<file path="config.mk">
export PLATFORM = sky130hd
export DESIGN_NAME = ndsag_out_reg
export DESIGN_NICKNAME = d
export VERILOG_FILES = /design/src/rtl/nd_strided_address_generator_core_assert.svh /design/src/rtl/ndsag_pkg.sv /design/src/rtl/ndsag_out_reg.sv
export SDC_FILE = /design/constraint.sdc
export NUM_CORES = 1
export LEC_CHECK = 0
export BUFFER_PORTS_ARGS = -buffer_cell sky130_fd_sc_hd__clkbuf_2
export CAP_MARGIN = 20
export CORE_ASPECT_RATIO = 0.8
export CORE_MARGIN = 2
export CORE_UTILIZATION = 44
export DETAILED_ROUTE_END_ITERATION = 8
export GPL_TIMING_DRIVEN = 0
export PLACE_DENSITY_LB_ADDON = 0.05
export SYNTH_ARGS = -nofsm -noshare
export SYNTH_HDL_FRONTEND = slang
export SYNTH_SLANG_ARGS = --single-unit
</file>
<file path="constraint.sdc">
create_clock -name clk -period 3.1 [get_ports clk]
set_input_delay 0.775 -clock clk [delete_from_list [all_inputs] [get_ports clk]]
set_output_delay 0.775 -clock clk [all_outputs]
set_load 0.02 [all_outputs]
</file>
<file path="src/rtl/nd_strided_address_generator_core_assert.svh">
// Assertion macros used by the address generator core.
`ifndef ND_STRIDED_ADDRESS_GENERATOR_CORE_ASSERT_SVH
`define ND_STRIDED_ADDRESS_GENERATOR_CORE_ASSERT_SVH

// Check under reset qualification.
`define NDSAG_ASSERT_RST(lbl, prop, msg) \
	lbl: assert property (@(posedge clk) disable iff (!arst_n) prop) else $error(msg);

// Check at every edge, reset included.
`define NDSAG_ASSERT_ALWAYS(lbl, prop, msg) \
	lbl: assert property (@(posedge clk) prop) else $error(msg);

`endif

</file>
<file path="src/rtl/ndsag_pkg.sv">
`timescale 1ns / 1ps

package ndsag_pkg;

	localparam int INDEX_WIDTH      = 32;
	localparam int COUNT_WIDTH      = 16;
	localparam int NUM_DIMS         = 4;
	localparam int DATA_WIDTH       = 32;
	localparam int OUT_WIDTH        = 32;
	localparam int STRIDE_WIDTH     = 32;
	localparam int BASE_WIDTH       = 32;
	localparam int SIZE_FIELD_WIDTH = 16;
	localparam int SIZES_WIDTH      = 64;
	localparam int CFG_INDEX_WIDTH  = 3;
	localparam int CFG_DATA_WIDTH   = 64;

	typedef enum logic [CFG_INDEX_WIDTH-1:0] {
		REG_BASE_INDEX  = 3'd0,
		REG_DIM_SIZES   = 3'd1,
		REG_STRIDE_DIM0 = 3'd2,
		REG_STRIDE_DIM1 = 3'd3,
		REG_STRIDE_DIM2 = 3'd4,
		REG_STRIDE_DIM3 = 3'd5
	} cfg_reg_t;

	typedef struct packed {
		logic advance;
		logic carry_in;
		logic stride_we;
	} dim_ctl_t;

	typedef struct packed {
		logic                   fin;
		logic [INDEX_WIDTH-1:0] term;
	} dim_stat_t;

	typedef struct packed {
		logic [OUT_WIDTH-1:0]  linear_position;
		logic [OUT_WIDTH-1:0]  strided_index;
		logic [DATA_WIDTH-1:0] element;
		logic                  last;
		logic                  valid;
	} result_t;

endpackage

</file>
<file path="src/rtl/ndsag_out_reg.sv">
`timescale 1ns / 1ps

module ndsag_out_reg (
	input  logic               clk,
	input  logic               arst_n,
	input  logic               load,
	input  ndsag_pkg::result_t result_in,
	output logic               in_ready,
	output logic               out_valid,
	input  logic               out_ready,
	output ndsag_pkg::result_t result_out
);

	logic               valid_q;
	ndsag_pkg::result_t result_q;

	assign in_ready = !valid_q || out_ready;

	always_ff @(posedge clk or negedge arst_n) begin
		if (!arst_n) begin
			valid_q <= 1'b0;
		end else if (in_ready) begin
			valid_q <= load;
		end
	end

	always_ff @(posedge clk) begin
		if (load && in_ready) begin
			result_q <= result_in;
		end
	end

	assign out_valid  = valid_q;
	assign result_out = result_q;

endmodule

</file>
==> flow_summary.yaml <==
yosys:
  synth_area_per_cell_um2: 29.38
  postSynthNetCount: 204
  syn-instance-count: 102
  unique_masters_post_synth: 5
  netlist_area_um2: 2997
  synth_sequential_area_ratio: 0.9904
  yosys_warnings: 0
  synth.ff_latch_count: 99
layout:
  nFillCells: 477
  fin_nets: 417
  post_route_design_area_um2: 4344
  synthesis_to_layout_area_growth_pct: 44.97
  final_layout_size_suffix_gt1_frac: 0.6813
  sequential_standard_cell_area_um2: 2968
  num_antenna_cells: 0
  multi_input_gate_area_in_the_final_layout_um2: 28.78
power_and_ir_drop:
  irDropWorstVdd_v: 0.0004137
  power_density_nw_per_um2: 622.3
  power_switching_w: 0.0005944
  power_frac_clock: 0.322
  proportion_of_power_drawn_by_combinational_gates: 0.095
  power.internal_w: 0.002109
  share_seq_of_total_power: 0.583
  p_leak_nw: 1.908
  power.switching_fraction: 0.2199
  p_total_w: 0.002703
worst_setup_path:
  timing.critical_path.required_ps: 2320
  worst-r2r-cell-count: 3
  slowest_library_cell_on_the_worst_path: "sky130_fd_sc_hd__clkbuf_2"
  critical_path_stages: 3
  type_of_origin_of_the_critical_path: "primary input"
  arrival_time_reported_for_the_critical_path_endpoint_ps: 1130
  worstPathCellList: "clkbuf_2, nand2b_4, clkbuf_2"
  timing.setup.critical_path_class: "in -> out"
  worstPathMaxFanout: 3
  cp_slowest_stage_delay_ps: 150
  cpLargestDelayFamily: "buffers and inverters"
  endpoint_kind: "output port"
  crit_path_frequent_cell: "sky130_fd_sc_hd__clkbuf_2"
  path_buf_inv: 2
timing:
  drv_slew: 0
  min_period_over_period: 0.6148
  worst_slew_margin_rel: 0.5035
  max_clk_rate_ghz: 0.5247
  final.setup_skew_ps: 3.599
  final_hold_viol_count: 0
  final.min_clock_period_ps: 1906
  tightest_pin_transition_ps: 744.7
  setup_viol_count_final: 0
  unrepaired_setup_endpoints_after_global_routing: "no"
  aggregate_negative_setup_slack_ps: 0
clock_tree:
  cts_max_level: 3
  clk_pin_slew_ps: 80
  max_clock_buf_depth: 2
  numCtsBuffers: 9
  cts_root_buf: "sky130_fd_sc_hd__clkbuf_8"
  cts_sinks: 99
  cts_tree: "done"
  postCtsResizedCells: 0
  cts_hold_buf: 0
  clock_insertion_delay_worst_skew_ps: 350
  postCtsSetupRepairBufs: 0
die:
  die_width_um: 96.27
  initial_utilization: 0.4629
  top_level_ports: 202
  die-area_um2: 7491
  core_area_um2: 6474
  die_y_um: 77.82
  floorplan.rows: 26
grt:
  antenna_found_initial: 0
  grt_max_degree: 58
  grt-ovfl-total: 0
  first_global_vias: 1788
  grtUsageTotal: 0.1622
  grt_first_pass_wirelength_um: 8728
routing:
  postRouteWirelength_um: 5933
  drt-vias-per-instance: 4.369
  detail_route.drc_violations: 0
  route.vias.total: 1765
  antenna_left: 0
  wire_per_inst_um: 14.69
  detail_route.first_pass.iterations: 4
  drt-initial-drc-count: 78
min_path:
  worst_hold_path_type: "in -> async"
flow_run:
  cap_violations: 0
outcome:
  status: "finished clean"
place:
  routabilityCongestion: 0.7631
  port_buffers: 201
  dpl-instance-area_um2: 4128
[worst register-to-register path, cell delays in order (launching register included)]
cell and delay (ps):
sky130_fd_sc_hd__dfrtp_1 420, sky130_fd_sc_hd__nand2b_4 90, sky130_fd_sc_hd__and2_4 620, sky130_fd_sc_hd__buf_12 330
[state kept, by name (all words and copies together) (netlist names)]
register and flops:
out_valid 1, result_out 98
[path summary, 6_finish.rpt]
path | from | to | slack, ps
max | out_ready | in_ready | 1190
min reg2reg | out_valid$_DFFE_PN0P_ | out_valid$_DFFE_PN0P_ | 570
min | arst_n | out_valid$_DFFE_PN0P_ | 190
min in group clk | out_valid$_DFFE_PN0P_ | out_valid$_DFFE_PN0P_ | 570
max in group asynchronous | arst_n | out_valid$_DFFE_PN0P_ | 2820
max reg2reg | out_valid$_DFFE_PN0P_ | result_out[59]$_DFFE_PP_ | 1320
[per-layer routing]
layer,share of wire,track usage,wire length [um],up-vias
li1,-,-,-,836
met1,0.32,0.1653,1882,789
met2,0.51,0.2681,3001,119
met3,0.14,0.07961,807,21
met4,0.041,0.09000,242,0
met5,0,0,0,-
[power groups by stage]
stage	combinational, W	sequential [W]	clock [W]
5_1_grt	0.000276	0.00158	0.000952
6_report	0.000258	0.00158	0.000869
3_3_place_gp	0.000254	0.00161	0
2_1_floorplan	0.0000279	0.00170	0
4_1_cts	0.000261	0.00158	0.000899
3_5_place_dp	0.000261	0.00161	0
[cell usage in the layout (no fill, tap or decap), drive strengths merged]
| cell | netlist | routed |
|---|---|---|
| clkinv | 0 | 2 |
| and2 | 1 | 1 |
| nand2b | 2 | 2 |
| clkinvlp | 0 | 1 |
| buf | 0 | 1 |
| dfrtp | 1 | 1 |
| clkbuf | 0 | 211 |
| bufinv | 0 | 2 |
| inv | 0 | 1 |
| edfxtp | 98 | 98 |
[cell families (layout without fill, tap and decap cells)]
logic type | count (synthesis) | in the layout | share of synthesized area
AND/OR/NAND/NOR | 3 | 3 | 0.009604
flip-flops | 99 | 99 | 0.9904
buffers and inverters | 0 | 218 | 0
[stage by stage]
stage            util  worst slack [ps]  hold slack (ps)  cells
2_1_floorplan       -              1007            479.4    102
6_report       0.6710              1194            189.6    404
4_1_cts        0.6710              1193            169.0    404
5_1_grt        0.6710              1132            165.7    404
3_5_place_dp   0.6376             824.0            552.4    388
3_3_place_gp   0.6345             739.1            537.5    387
[final cells by class]
class                           count  share of cell area
Clock inverter                      6             0.02045
Tap cell                           84             0.02419
Sequential cell                    99              0.6832
Clock buffer                       10             0.02938
Timing Repair Buffer              202              0.2362
Multi-Input combinational cell      3            0.006624
[synth_stat cells]
library cell               instances  area, um2
sky130_fd_sc_hd__nand2b_1          1      6.260
sky130_fd_sc_hd__dfrtp_1           1      25.02
sky130_fd_sc_hd__and2_4            1      8.760
sky130_fd_sc_hd__edfxtp_1         98       2943
sky130_fd_sc_hd__nand2b_4          1      13.76
(Power assumes the default switching activity.)
