$ cat config.mk
export PLATFORM = sky130hd
export DESIGN_NAME = ndsag_dim
export DESIGN_NICKNAME = d
export VERILOG_FILES = /design/src/rtl/nd_strided_address_generator_core_assert.svh /design/src/rtl/ndsag_pkg.sv /design/src/rtl/ndsag_dim.sv
export SDC_FILE = /design/constraint.sdc
export NUM_CORES = 1
export LEC_CHECK = 0
export BUFFER_PORTS_ARGS = -buffer_cell sky130_fd_sc_hd__clkbuf_2
export CAP_MARGIN = 5
export CORE_MARGIN = 2
export CORE_UTILIZATION = 60
export DETAILED_ROUTE_END_ITERATION = 10
export GPL_TIMING_DRIVEN = 0
export PLACE_DENSITY = 0.78
export SYNTH_ARGS = -nofsm -noshare
export SYNTH_HDL_FRONTEND = slang
export SYNTH_SLANG_ARGS = --single-unit
$ cat constraint.sdc
create_clock -name clk -period 12.4 [get_ports clk]
set_input_delay 0 -clock clk [delete_from_list [all_inputs] [get_ports clk]]
set_output_delay 0 -clock clk [all_outputs]
set_load 0.03 [all_outputs]
$ cat src/rtl/nd_strided_address_generator_core_assert.svh
// Assertion macros used by the address generator core.
`ifndef ND_STRIDED_ADDRESS_GENERATOR_CORE_ASSERT_SVH
`define ND_STRIDED_ADDRESS_GENERATOR_CORE_ASSERT_SVH

// Check under reset qualification.
`define NDSAG_ASSERT_RST(lbl, prop, msg) \
	lbl: assert property (@(posedge clk) disable iff (!arst_n) prop) else $error(msg);

// Check at every edge, reset included.
`define NDSAG_ASSERT_ALWAYS(lbl, prop, msg) \
	lbl: assert property (@(posedge clk) prop) else $error(msg);

`endif

$ cat src/rtl/ndsag_pkg.sv
`timescale 1ns / 1ps

package ndsag_pkg;

	localparam int INDEX_WIDTH      = 32;
	localparam int COUNT_WIDTH      = 16;
	localparam int NUM_DIMS         = 4;
	localparam int DATA_WIDTH       = 32;
	localparam int OUT_WIDTH        = 32;
	localparam int STRIDE_WIDTH     = 32;
	localparam int BASE_WIDTH       = 32;
	localparam int SIZE_FIELD_WIDTH = 16;
	localparam int SIZES_WIDTH      = 64;
	localparam int CFG_INDEX_WIDTH  = 3;
	localparam int CFG_DATA_WIDTH   = 64;

	typedef enum logic [CFG_INDEX_WIDTH-1:0] {
		REG_BASE_INDEX  = 3'd0,
		REG_DIM_SIZES   = 3'd1,
		REG_STRIDE_DIM0 = 3'd2,
		REG_STRIDE_DIM1 = 3'd3,
		REG_STRIDE_DIM2 = 3'd4,
		REG_STRIDE_DIM3 = 3'd5
	} cfg_reg_t;

	typedef struct packed {
		logic advance;
		logic carry_in;
		logic stride_we;
	} dim_ctl_t;

	typedef struct packed {
		logic                   fin;
		logic [INDEX_WIDTH-1:0] term;
	} dim_stat_t;

	typedef struct packed {
		logic [OUT_WIDTH-1:0]  linear_position;
		logic [OUT_WIDTH-1:0]  strided_index;
		logic [DATA_WIDTH-1:0] element;
		logic                  last;
		logic                  valid;
	} result_t;

endpackage

$ cat src/rtl/ndsag_dim.sv
`timescale 1ns / 1ps

module ndsag_dim (
	input  logic                                 clk,
	input  logic                                 arst_n,
	input  ndsag_pkg::dim_ctl_t                  ctl,
	input  logic [ndsag_pkg::STRIDE_WIDTH-1:0]   stride_data,
	input  logic [ndsag_pkg::COUNT_WIDTH-1:0]    size,
	output ndsag_pkg::dim_stat_t                 stat
);

	logic [ndsag_pkg::COUNT_WIDTH-1:0]                         counter_q;
	logic [ndsag_pkg::INDEX_WIDTH-1:0]                         term_q;
	logic [ndsag_pkg::STRIDE_WIDTH-1:0]                        stride_q;
	logic [ndsag_pkg::COUNT_WIDTH+ndsag_pkg::STRIDE_WIDTH-1:0] reload_prod;
	logic                                                      fin;

	// Rebuild the term from the held counter when the stride changes.
	assign reload_prod = counter_q * stride_data;
	assign fin = counter_q >= size - ndsag_pkg::COUNT_WIDTH'(1);

	always_ff @(posedge clk or negedge arst_n) begin
		if (!arst_n) begin
			counter_q <= '0;
			term_q    <= '0;
			stride_q  <= ndsag_pkg::STRIDE_WIDTH'(1);
		end else if (ctl.stride_we) begin
			stride_q <= stride_data;
			term_q   <= ndsag_pkg::INDEX_WIDTH'(reload_prod);
		end else if (ctl.advance && ctl.carry_in) begin
			if (fin) begin
				counter_q <= '0;
				term_q    <= '0;
			end else begin
				counter_q <= counter_q + ndsag_pkg::COUNT_WIDTH'(1);
				term_q    <= term_q + ndsag_pkg::INDEX_WIDTH'(stride_q);
			end
		end
	end

	assign stat.fin  = fin;
	assign stat.term = term_q;

endmodule

==> impl_metrics.py, run 1 <==
metrics = {
    "routing": {
        "drc": 0,
        "vias": 14100,
        "wl_met2_mm": 22.9,
        "final_antenna_net_count": 0,
        "initialDrtViolationCount": 1207,
        "route.layer.met1.wl_mm": 19.4,
        "wire_per_inst_um": 20.9,
        "vias_per_cell": 5.89,
        "met3WireLength_mm": 4.89,
        "highest_layer": "met4",
        "routed_wl_mm": 50.0,
        "drtPass1Iterations": 6,
    },
    "global_routing": {
        "grt_pass1_vias": 14500,
        "grtUsageTotal_pct": 35.9,
        "overflow": 0,
        "grt_pass1_wl_mm": 79.8,
        "grt_max_degree": 48,
        "antenna_found_initial": 1,
    },
    "status": {
        "status": "completed",
    },
    "cts": {
        "cts_setup_buffers": 0,
        "clkTransAtPathRegs_ns": 0.07,
        "cts_max_path_buffers": 2,
        "tritoncts": "done",
        "cts-root-buf": "clkbuf_16",
        "numCtsBuffers": 9,
        "h-tree-depth": 3,
        "insertion_delay_ns": 0.35,
        "cts_resized": 0,
        "cts_sinks": 80,
    },
    "floorplan": {
        "start_util_pct": 60.9,
        "die_h_um": 172,
        "die_w_um": 172,
        "dieArea_mm2": 0.0295,
        "io_pins": 86,
        "rows": 61,
        "core_area_mm2": 0.0278,
    },
    "yosys": {
        "synth-edff-count": 0,
        "synth_fp_nets": 2378,
        "synth-seq-cells": 80,
        "syn_inst": 1906,
        "netlist-cell-type-count": 69,
        "async_flop_share_pct": 100,
        "synth-main-ff-cell": "dfrtp_1",
        "synth_seq_area_share_pct": 11.8,
        "syn_area_mm2": 0.0169,
        "yosys_warnings": 0,
        "syn_avg_cell_area_um2": 8.87,
    },
    "worst_setup_path": {
        "worstPathMaxFanout": 10,
        "cp-endpoint": "term_q[30]",
        "rrSetupSlack_ns": 4.33,
        "rr_startpoint": "counter_q[4]",
        "start_kind": "flip-flop",
        "setup.worst_path.start": "counter_q[4]",
        "reg2reg_to": "term_q[30]",
        "reg2regPathDepth": 25,
        "arrival_ns": 8.28,
        "worstPathRequired_ns": 12.61,
        "critPathCaptureType": "flip-flop",
        "criticalPathCategory": "reg -> reg",
    },
    "cells_and_area": {
        "drive_above_1_share_pct": 7.86,
        "mostFrequentLayoutCells": "inv_1 (353), fa_1 (305), nand2_1 (292)",
        "layout_commonest_cell": "inv_1",
        "area_delta_synth_final_pct": 7.70,
        "final_core_util_pct": 65.5,
        "fin_cells": 2389,
        "nets": 2478,
        "n_antenna_cell": 0,
    },
    "sta": {
        "finalCritPeriodShare_pct": 65.1,
        "finalMaxSlewViolations": 0,
        "final.setup.tns_ns": 0,
        "fin_crit_ns": 8.07,
        "max_freq_ghz": 0.124,
        "setup_viol_count_final": 0,
        "rsz0062_at_grt": "false",
        "finClkSkew_ns": 0.0140,
        "final_hold_viol_count": 0,
        "tightestPinTransition_ns": 0.879,
        "slew_headroom_pct": 41.4,
    },
    "min_path": {
        "worst_hold_path_type": "in -> reg",
    },
    "place": {
        "numPlacedInstances": 2368,
        "place_congestion": 0.985,
        "port_buffers": 83,
        "hpwl_mm": 40.8,
    },
    "pwr": {
        "p_leak_nw": 8.77,
        "cellPowerDensity_mw_per_mm2": 171,
        "combinationalPowerShare_pct": 76.9,
        "internal_power_mw": 1.43,
        "p_switching_mw": 1.69,
        "p_clk_share_pct": 9.8,
        "p_sw_share_pct": 54.1,
        "max-vdd-ir-drop_uv": 184,
        "seq_power_share_pct": 13.3,
    },
    "job": {
        "cap_violations": 0,
    },
}
how the worst min path moves through the flow:
stage / from / endpoint / cells after the start
2_1_floorplan: arst_n / counter_q[0] / 0
3_3_place_gp: stride_data[31] / stride_q[31] / 2
3_5_place_dp: arst_n / term_q[5] / 1
4_1_cts: stride_data[20] / stride_q[20] / 2
5_1_grt: stride_data[20] / stride_q[20] / 2
6_report: stride_data[20] / stride_q[20] / 2
flip-flops by register name, summed over array words and instances, names as in the netlist:
| register | flops |
|---|---|
| stride_q | 32 |
| term_q | 32 |
| counter_q | 16 |
cells by family (layout without fill, tap and decap cells):
family / Yosys count / after routing / synth area share [%]
XOR/XNOR: 99 / 99 / 5.13
buffers and inverters: 443 / 548 / 9.97
AND/OR/NAND/NOR: 597 / 597 / 16.9
flip-flops: 80 / 80 / 11.8
AO/OA/AOI/OAI: 233 / 233 / 9.30
multiplexers: 35 / 35 / 2.31
adder cells (fa/ha/maj): 419 / 419 / 44.5
critical path, stage by stage (launching register included):
cell and delay [ns]:
dfrtp_1 0.50, clkbuf_1 0.70, clkbuf_1 0.67, nand2_1 0.19, fa_1 0.58, inv_1 0.05
fa_1 0.48, inv_1 0.05, fa_1 0.49, inv_1 0.05, fa_1 0.48, fa_1 0.48
inv_1 0.05, fa_1 0.58, inv_1 0.07, ha_1 0.34, o21a_1 0.20, or2_0 0.22
a311o_1 0.36, a21boi_1 0.17, nor2b_1 0.07, a311o_1 0.36, a21o_1 0.21, a21oi_2 0.15
xor2_1 0.26, o221ai_1 0.15
cells in the mapped netlist, types with 3 or more instances:
master	number	area, µm²
nor2_1	50	188
o221ai_1	3	26.3
nand3_1	18	90.1
ha_1	114	1430
or2_2	3	18.8
and4_1	5	43.8
or3_1	4	25.0
inv_1	353	1330
a221oi_1	8	70.1
nor3_1	19	95.1
xnor2_1	65	569
clkbuf_1	79	297
and3_1	11	68.8
nand2_1	292	1100
a211o_1	5	43.8
o21a_1	11	82.6
buf_2	3	15.0
buf_1	5	18.8
a21o_1	25	188
a311oi_1	3	26.3
nand2b_1	13	81.3
dfrtp_1	79	1980
nor2b_1	11	68.8
a21oi_2	3	26.3
a211oi_1	23	173
o21bai_1	7	52.6
a21oi_1	58	290
o21ai_0	41	205
and2_1	154	963
o21ai_1	10	50.1
a31oi_1	5	31.3
a22oi_1	3	22.5
xor2_1	34	298
mux2i_1	3	30.0
mux2_2	32	360
fa_1	305	6110
nor4_1	8	50.1
power by group through the flow:
stage / combinational [mW] / sequential, mW / clock (mW)
after detailed placement: 2.34 / 0.414 / 0
after global placement: 2.27 / 0.411 / 0
after floorplan: 1.60 / 0.488 / 0
final: 2.40 / 0.415 / 0.304
after global routing: 2.65 / 0.421 / 0.314
after CTS: 2.36 / 0.410 / 0.303
stage by stage:
stage / power (mW) / instance area [µm²] / worst slack [ns] / hold slack [ns]
finish: 3.12 / 18200 / 4.33 / 0.0154
global route: 3.39 / 18200 / 4.17 / 0.0184
CTS: 3.08 / 18200 / 4.53 / 0.00994
detailed placement: 2.75 / 17800 / 4.58 / 0.0241
global placement: 2.68 / 17800 / 4.69 / 0.261
floorplan: 2.09 / 16900 / 5.98 / -0.296
final cells by class:
class / instances / area, µm²
fillers: 2348 / 9570
clock buffers: 9 / 225
inverters: 353 / 1330
clock inverters: 7 / 108
well taps: 378 / 473
flip-flops and latches: 80 / 2000
multi-input cells: 1383 / 13200
plain buffers: 90 / 360
repair buffers: 89 / 495
per-layer routing:
layer	GRT usage, %	up-vias
met5	0	-
met4	16.1	0
met2	57.5	804
li1	-	6108
met3	5.97	175
met1	48.3	6975
repair_timing:
| action | 4_1_cts | 5_1_grt |
|---|---|---|
| hold buffers | 5 | 0 |
| endpoints found under the hold margin | 37 | 0 |
| setup endpoints to repair | 0 | 0 |
No activity file was read; power rests on OpenSTA's default activity.
==> run 2, diff against run 1 <==
ABC_AREA = 1   (was default)
clock period = 7.5 ns   (was 12.4 ns; I/O delays follow)
==> impl_metrics.py, run 2 <==
metrics = {
    "cells_and_area": {
        "nets": 3156,
        "top_regs": "stride_q (32), term_q (32), counter_q (16)",
        "area_delta_synth_final_pct": 6.98,
        "drive_above_1_share_pct": 4.69,
        "mostFrequentLayoutCells": "nand2_1 (822), inv_1 (616), fa_1 (305)",
        "layout_commonest_cell": "nand2_1",
    },
    "routing": {
        "drc": 0,
        "routed_wl_mm": 59.2,
        "final_antenna_net_count": 0,
        "wire_per_inst_um": 19.2,
        "initialDrtViolationCount": 1555,
        "vias": 17300,
        "drtPass1Iterations": 5,
        "vias_per_cell": 5.61,
    },
    "sta": {
        "slew_headroom_pct": 45.0,
        "final_hold_viol_count": 0,
        "finalCritPeriodShare_pct": 95.4,
        "finClkSkew_ns": 0.0112,
        "setup_viol_count_final": 0,
        "final.setup.tns_ns": 0,
        "max_freq_ghz": 0.140,
        "tightestPinTransition_ns": 0.822,
        "finalMaxSlewViolations": 0,
        "rsz0062_at_grt": "false",
        "fin_crit_ns": 7.16,
    },
    "place": {
        "place_congestion": 0.979,
        "port_buffers": 64,
        "hpwl_mm": 49.4,
    },
    "yosys": {
        "synth_seq_area_share_pct": 10.9,
        "synth-edff-count": 0,
        "syn_avg_cell_area_um2": 7.06,
        "yosys_warnings": 0,
        "yosysMostFrequentCell": "nand2_1",
        "synth_fp_nets": 3067,
        "synth_area_leaders": "fa_1 (33%), nand2_1 (17%), inv_1 (13%)",
        "syn_inst": 2595,
        "synth-main-ff-cell": "dfrtp_1",
        "yosys.area.top_type": "fa_1",
        "synth_top_area_share_pct": 33.3,
        "syn_area_mm2": 0.0183,
        "yosys-top-cells-count": "nand2_1 (822), inv_1 (616), fa_1 (305), nor2_1 (132), ha_1 (114)",
        "synth-seq-cells": 80,
        "netlist-cell-type-count": 47,
        "async_flop_share_pct": 100,
    },
    "global_routing": {
        "grt_use_met3_pct": 9.08,
        "grt_most_used_layer": "met2",
        "grt_pass1_vias": 17500,
        "grt_pass1_wl_mm": 93.3,
        "grtUsageTotal_pct": 39.0,
        "grt_use_met1_pct": 51.7,
        "grt_max_degree": 46,
        "antenna_found_initial": 1,
        "grt.met2_usage_pct": 62.5,
        "overflow": 0,
    },
    "cts": {
        "numCtsBuffers": 9,
        "cts_sinks": 80,
        "cts-root-buf": "clkbuf_16",
        "clkTransAtPathRegs_ns": 0.07,
        "cts_setup_buffers": 0,
        "insertion_delay_ns": 0.38,
        "cts_max_path_buffers": 2,
        "tritoncts": "done",
        "h-tree-depth": 3,
    },
    "floorplan": {
        "start_util_pct": 61.4,
        "core_area_mm2": 0.0299,
        "die_h_um": 179,
        "rows": 63,
        "die_w_um": 179,
        "dieArea_mm2": 0.0320,
        "io_pins": 86,
    },
    "worst_setup_path": {
        "arrival_ns": 7.47,
        "start_kind": "flip-flop",
        "worstPathMaxFanout": 10,
        "cp-endpoint": "term_q[27]",
        "reg2reg_to": "term_q[27]",
        "worstPathRequired_ns": 7.81,
        "setup.worst_path.start": "counter_q[5]",
        "criticalPathCategory": "reg -> reg",
        "critPathCaptureType": "flip-flop",
        "reg2regPathDepth": 25,
        "rrSetupSlack_ns": 0.34,
        "rr_startpoint": "counter_q[5]",
    },
    "status": {
        "status": "completed",
    },
    "min_path": {
        "worst_hold_path_type": "in -> reg",
    },
    "job": {
        "cap_violations": 0,
    },
}
## run 2: layout make-up
cell class / instances / area [µm²]
multi-input cells: 1783 / 13500
fillers: 2678 / 10300
inverters: 621 / 2330
flip-flops and latches: 80 / 2000
repair buffers: 79 / 490
well taps: 390 / 488
plain buffers: 110 / 458
clock buffers: 9 / 225
clock inverters: 7 / 76.3
diodes: 1 / 2.50
## run 2: worst max-delay path, cell delays in order, from the launching register on
cell and delay [ns]:
dfrtp_1 0.43, clkbuf_1 0.62, buf_1 0.53, nand2_1 0.11, inv_1 0.10, fa_1 0.41, inv_1 0.08, fa_1 0.44
fa_1 0.51, inv_1 0.06, fa_1 0.53, fa_1 0.53, inv_1 0.05, fa_1 0.49, inv_1 0.05, ha_1 0.36
a21o_1 0.23, a21boi_0 0.36, o21bai_1 0.18, nand2_1 0.09, nand3_1 0.12, nand2_1 0.08, nand2_1 0.04, o21ai_0 0.45
a21oi_1 0.11, nor2_1 0.11
## run 2: worst min-delay path by stage
stage                   end  depth (start not counted)             from
5_1_grt        stride_q[17]                          3  stride_data[17]
3_5_place_dp     term_q[30]                          1           arst_n
3_3_place_gp   stride_q[30]                          3  stride_data[30]
4_1_cts        stride_q[24]                          3  stride_data[24]
2_1_floorplan  counter_q[0]                          0           arst_n
6_report        stride_q[1]                          3   stride_data[1]
## run 2: layer usage
metal,wire length (µm),vias up
met5,0,-
met3,5470,170
met2,27200,847
li1,-,7836
met4,2380,0
met1,24100,8431
## run 2: what timing repair did
item / 4_1_cts / 5_1_grt
hold buffers: 14 / 0
resized for setup: 0 / 3
setup endpoints to repair: 0 / 2
endpoints found under the hold margin: 47 / 0
## run 2: cell families after synthesis
logic type	synth area share [%]
AND/OR/NAND/NOR	24.3
buffers and inverters	15.2
adder cells (fa/ha/maj)	41.1
AO/OA/AOI/OAI	6.81
flip-flops	10.9
XOR/XNOR	1.62
## run 2: stage by stage
step / setup WS, ns / util [%] / instances / instance area (µm²) / hold WS (ns)
finish: 0.344 / 65.6 / 3080 / 19600 / 0.0136
global route: 0.00289 / 65.6 / 3079 / 19600 / 0.0196
CTS: 0.338 / 65.6 / 3080 / 19600 / 0.00398
detailed placement: 0.377 / 64.2 / 3050 / 19200 / 0.0487
global placement: 0.429 / 64.1 / 3049 / 19100 / 0.282
floorplan: 1.82 / - / 2595 / 18300 / -0.296
Power of run 2 is left out: the tool's default activity adds up to more than one toggle a clock period on the data nets, which glitch-free logic cannot reach.
